### src/rtl/core/ppid_pkg.sv
// Package for the positional PID controller: widths, register index codes
// and the saturate / clamp helpers shared by the datapath.
// No dependencies.
`timescale 1ns / 1ps
`default_nettype none

package ppid_pkg;

    // Q16.16 word and derived widths
    localparam int Q_W    = 32;           // data and gain width
    localparam int LIM_W  = Q_W - 1;      // magnitude limit width
    localparam int FRAC_W = 16;           // fraction bits
    localparam int PROD_W = 2 * Q_W - FRAC_W;  // product after dropping fraction
    localparam int PSUM_W = PROD_W + 1;   // sum of two products
    localparam int SUM_W  = PSUM_W + 1;   // full drive sum before clamp

    localparam int CFG_IDX_W = 3;

    // Configuration register indexes
    typedef enum logic [CFG_IDX_W-1:0] {
        REG_GAIN_P         = 3'd0,
        REG_GAIN_I         = 3'd1,
        REG_GAIN_D         = 3'd2,
        REG_INTEGRAL_LIMIT = 3'd3,
        REG_OUTPUT_LIMIT   = 3'd4
    } cfg_reg_t;

    // Saturate a 33-bit difference to the signed 32-bit range
    function automatic logic signed [Q_W-1:0] sat_q(input logic signed [Q_W:0] v);
        logic signed [Q_W-1:0] r;
        if (v[Q_W] != v[Q_W-1])
            r = v[Q_W] ? {1'b1, {(Q_W-1){1'b0}}} : {1'b0, {(Q_W-1){1'b1}}};
        else
            r = v[Q_W-1:0];
        return r;
    endfunction

    // Clamp a wide signed sum to [-lim, +lim]; the result always fits Q_W bits
    function automatic logic signed [Q_W-1:0] clamp_lim(input logic signed [SUM_W-1:0] v,
                                                         input logic [LIM_W-1:0] lim);
        logic signed [SUM_W-1:0] hi;
        logic signed [SUM_W-1:0] lo;
        logic signed [Q_W-1:0]   r;
        hi = $signed({{(SUM_W-LIM_W){1'b0}}, lim});
        lo = -hi;
        if (v > hi)
            r = hi[Q_W-1:0];
        else if (v < lo)
            r = lo[Q_W-1:0];
        else
            r = v[Q_W-1:0];
        return r;
    endfunction

endpackage

`default_nettype wire

### src/rtl/core/ppid_qmul.sv
// Registered Q16.16 multiply: exact 64-bit product, low fraction bits dropped
// (floor). Depends on ppid_pkg.
`timescale 1ns / 1ps
`default_nettype none

module ppid_qmul (
    input  wire logic                           clk,
    input  wire logic                           en,
    input  wire logic signed [ppid_pkg::Q_W-1:0]    a,
    input  wire logic signed [ppid_pkg::Q_W-1:0]    b,
    output logic signed      [ppid_pkg::PROD_W-1:0] q
);
    import ppid_pkg::*;

    logic signed [2*Q_W-1:0]  prod;
    logic signed [PROD_W-1:0] q_reg;

    // full product; arithmetic drop of the fraction rounds toward minus infinity
    assign prod = a * b;

    always_ff @(posedge clk)
    begin
        if (en)
            q_reg <= prod[2*Q_W-1:FRAC_W];
    end

    assign q = q_reg;

endmodule

`default_nettype wire

### config.mk
export PLATFORM = sky130hd
export DESIGN_NAME = ppid_qmul
export DESIGN_NICKNAME = d
export VERILOG_FILES = /design/src/rtl/core/ppid_pkg.sv /design/src/rtl/core/ppid_qmul.sv
export SDC_FILE = /design/constraint.sdc
export NUM_CORES = 2
export LEC_CHECK = 0
export BUFFER_PORTS_ARGS = -buffer_cell sky130_fd_sc_hd__buf_4
export CORE_MARGIN = 1.5
export CORE_UTILIZATION = 67
export CTS_CLUSTER_SIZE = 10
export DETAILED_ROUTE_END_ITERATION = 10
export HOLD_SLACK_MARGIN = 0.08
export PLACE_DENSITY = 0.83
export SYNTH_ARGS = -nofsm -noshare
export SYNTH_HDL_FRONTEND = slang
export SYNTH_SLANG_ARGS = --single-unit
export TNS_END_PERCENT = 100
### constraint.sdc
create_clock -name clk -period 11.8 [get_ports clk]
set_clock_uncertainty 0.15 [all_clocks]
set_input_delay 2.36 -clock clk [delete_from_list [all_inputs] [get_ports clk]]
set_output_delay 2.36 -clock clk [all_outputs]
set_load 0.02 [all_outputs]
==> results summary <==
The flow ran to the end, and the final reports show no timing, DRC or antenna violations. The number of different library cells used by synthesis comes to 54. Post-CTS timing repair inserted 0 buffers for setup. The count of TritonRoute iterations in the first routing pass is 5. The via count of the first global-routing pass was 28800. The startpoint type of the worst setup path is an input port.

Measured against its own limit, the worst slew margin works out to 25.4%. The setup path with the least slack is of type in -> reg. The cell count after placement came out at 4425. Data on the critical path arrives at its endpoint at 10.35 ns.

Counting every sink on the clock net gives 48. After synthesis, the mean cell area works out to 9.68 µm². The library cells used most frequently in the layout, excluding fill and tap cells, are sky130_fd_sc_hd__fa_1 (1081), sky130_fd_sc_hd__inv_1 (950), sky130_fd_sc_hd__nand2_1 (513), sky130_fd_sc_hd__and2_1 (512), sky130_fd_sc_hd__ha_1 (180). The worst min-delay path category is in -> reg. The number of H-tree branching levels came out at 2. Clock-pin slew was measured on the worst setup and hold paths at 0.07 ns. The number of enable-type register cells in the synthesized netlist is 48.

The highest clock frequency the design can meet came out at 95.6 MHz. The first-pass GRT wire length came out at 152 mm. For this run, the number of Yosys warnings is 0. The transition time of the tightest slew-check pin is 1.12 ns. Setup total negative slack on the finished layout was measured at 0 ns. The die area is 56600 µm². The count of port buffers added during placement came out at 113. The post-layout minimum cycle time came out at 10.46 ns.

The I/O pin count is 114. The post-layout utilization of the core is 70.2%. The die is 238 µm wide. The total global routing track utilization is 35.4%. Counting both buffers and inverters, the worst setup path holds a total of 8. sky130_fd_sc_hd__fa_1 takes more of the synthesized area than any other cell.

Leaving out filler cells and counting taps, the final layout contains 4434. The detail-routed net length per standard cell came out at 21.1 µm. The initial antenna violation count came to 2. The number of fill cells came out at 3999. The layout-stage area growth over the synthesis result came out at 2.98%. The net count of the finished layout is 5063. Of all nets on the critical path, the largest fanout is 32. The combined area of all synthesized cells is 37000 µm². The net count after synthesis came out at 5147. The largest individual stage delay along the critical path comes from the cell sky130_fd_sc_hd__fa_1. The DRC violation count after routing is 0. The endpoint required time on the critical path came out at 11.70 ns.

The number of flip-flops under the largest register name came out at 48. In this design, the largest share of critical-path delay is due to adder cells. The remaining global-route overflow is 0. The pin count of the biggest net entering global routing is 49. The count of instances resized after the clock tree is built is 0. The cell count after synthesis came out at 3820. The routed layout has 25700 vias. The largest incremental delay on the critical path came out at 0.82 ns.

The count of max-cap constraint violations is 0. The number of pins exceeding their max-slew limit in the final report came out at 0. The most numerous cell type found on the critical path is sky130_fd_sc_hd__fa_1. The initial DRC count is 1924. The post-route worst hold slack came out at 2.44 ns. After layout, the worst path uses 88.6% of the clock period. The most common cell after layout, fill and taps aside is sky130_fd_sc_hd__fa_1. The fraction of layout cells with a size suffix above 1 is 3.48%. Setup repair after global routing left no endpoint under its margin. The detailed-route vias per instance came out at 5.81.

At the end of routability-driven placement, the weighted congestion stood at 0.963. After floorplanning, the core was divided into 85 placement rows. The antenna violation net count after detailed routing is 0. Among all flip-flop cells after synthesis, the most frequent one is sky130_fd_sc_hd__edfxtp_1. In this run, CTS created clock tree buffers numbering 5. The overall die height is 238 µm. TritonCTS built the clock tree. STA classifies the critical path endpoint as a flip-flop. After synthesis, the cell types taking the most area are sky130_fd_sc_hd__fa_1 (59%), sky130_fd_sc_hd__inv_1 (9.6%), sky130_fd_sc_hd__and2_1 (8.7%). The top cell type by area accounts for 58.5% of the synthesized area.

The synthesis-stage register bit count is 48. Detailed placement finished with a half-perimeter wire length of 75.5 mm. Sequential cells were found to cover 3.90% of the synthesized design area. The post-detailed-routing wire length is 93.4 mm. The tree is rooted in a sky130_fd_sc_hd__clkbuf_16. The starting density of the core is 68.2%. The share of synthesized registers carrying an async set or reset came out at 0%. The buffer depth of the longest clock path is 2.

The core box area is 54200 µm². Setup violations remaining at the end of the flow were counted as 0. The total of hold buffers inserted after clock tree synthesis came out at 0. The final hold violation count is 0.
-- final cells by class --
class	instances	area, µm²	area share, %
multi-input cells	2617	31200	81.9
repair buffers	114	856	2.25
well taps	696	871	2.29
clock inverters	3	17.5	0.0460
inverters	950	3570	9.36
flip-flops and latches	48	1440	3.78
diodes	1	2.50	0.00657
clock buffers	5	125	0.329
-- per-layer routing --
| layer | wire (µm) | vias to the layer above | part of all wire (%) | GRT usage [%] |
|---|---|---|---|---|
| met1 | 31500 | 13400 | 34 | 42.3 |
| met2 | 46200 | 1291 | 49 | 58.6 |
| li1 | - | 10700 | - | - |
| met5 | 10 | - | 0.011 | 0 |
| met3 | 7090 | 411 | 7.6 | 5.07 |
| met4 | 8660 | 2 | 9.3 | 26.7 |
-- stage by stage --
stage / setup WS (ns) / area (µm²)
after detailed placement: 1.08 / 37900
after global routing: 0.895 / 38100
after CTS: 1.35 / 38100
after floorplan: 1.93 / 37000
final: 1.34 / 38100
after global placement: 1.30 / 37900
-- path summary, 6_finish.rpt --
path / depth (start not counted) / slack (ns) / endpoint / from
min: 1 / 2.44 / q[44] / en
max: 27 / 1.34 / q[47] / b[5]
-- cell families (layout without fill, tap and decap cells) --
family          after synthesis  count (layout)  share of synthesized area [%]
simple gates               1140            1140                           15.5
xor+xnor                     63              63                           1.49
other cells                   0               1                              0
flops                        48              48                           3.90
fa+ha+maj                  1261            1261                           64.6
compound gates              153             153                           2.79
buf+inv                    1155            1072                           11.7
-- synth_stat cells (14+ instances only) --
library cell	count
sky130_fd_sc_hd__xnor2_1	40
sky130_fd_sc_hd__and2_1	512
sky130_fd_sc_hd__a21o_1	21
sky130_fd_sc_hd__nor2_1	46
sky130_fd_sc_hd__fa_1	1081
sky130_fd_sc_hd__clkbuf_1	200
sky130_fd_sc_hd__o21ai_0	26
sky130_fd_sc_hd__ha_1	180
sky130_fd_sc_hd__a21oi_1	48
sky130_fd_sc_hd__xor2_1	23
sky130_fd_sc_hd__nand4_1	14
sky130_fd_sc_hd__edfxtp_1	48
sky130_fd_sc_hd__nand2_1	513
sky130_fd_sc_hd__inv_1	950
Power is left out: the tool's default activity adds up to more than one toggle a clock period on the data nets, which glitch-free logic cannot reach.
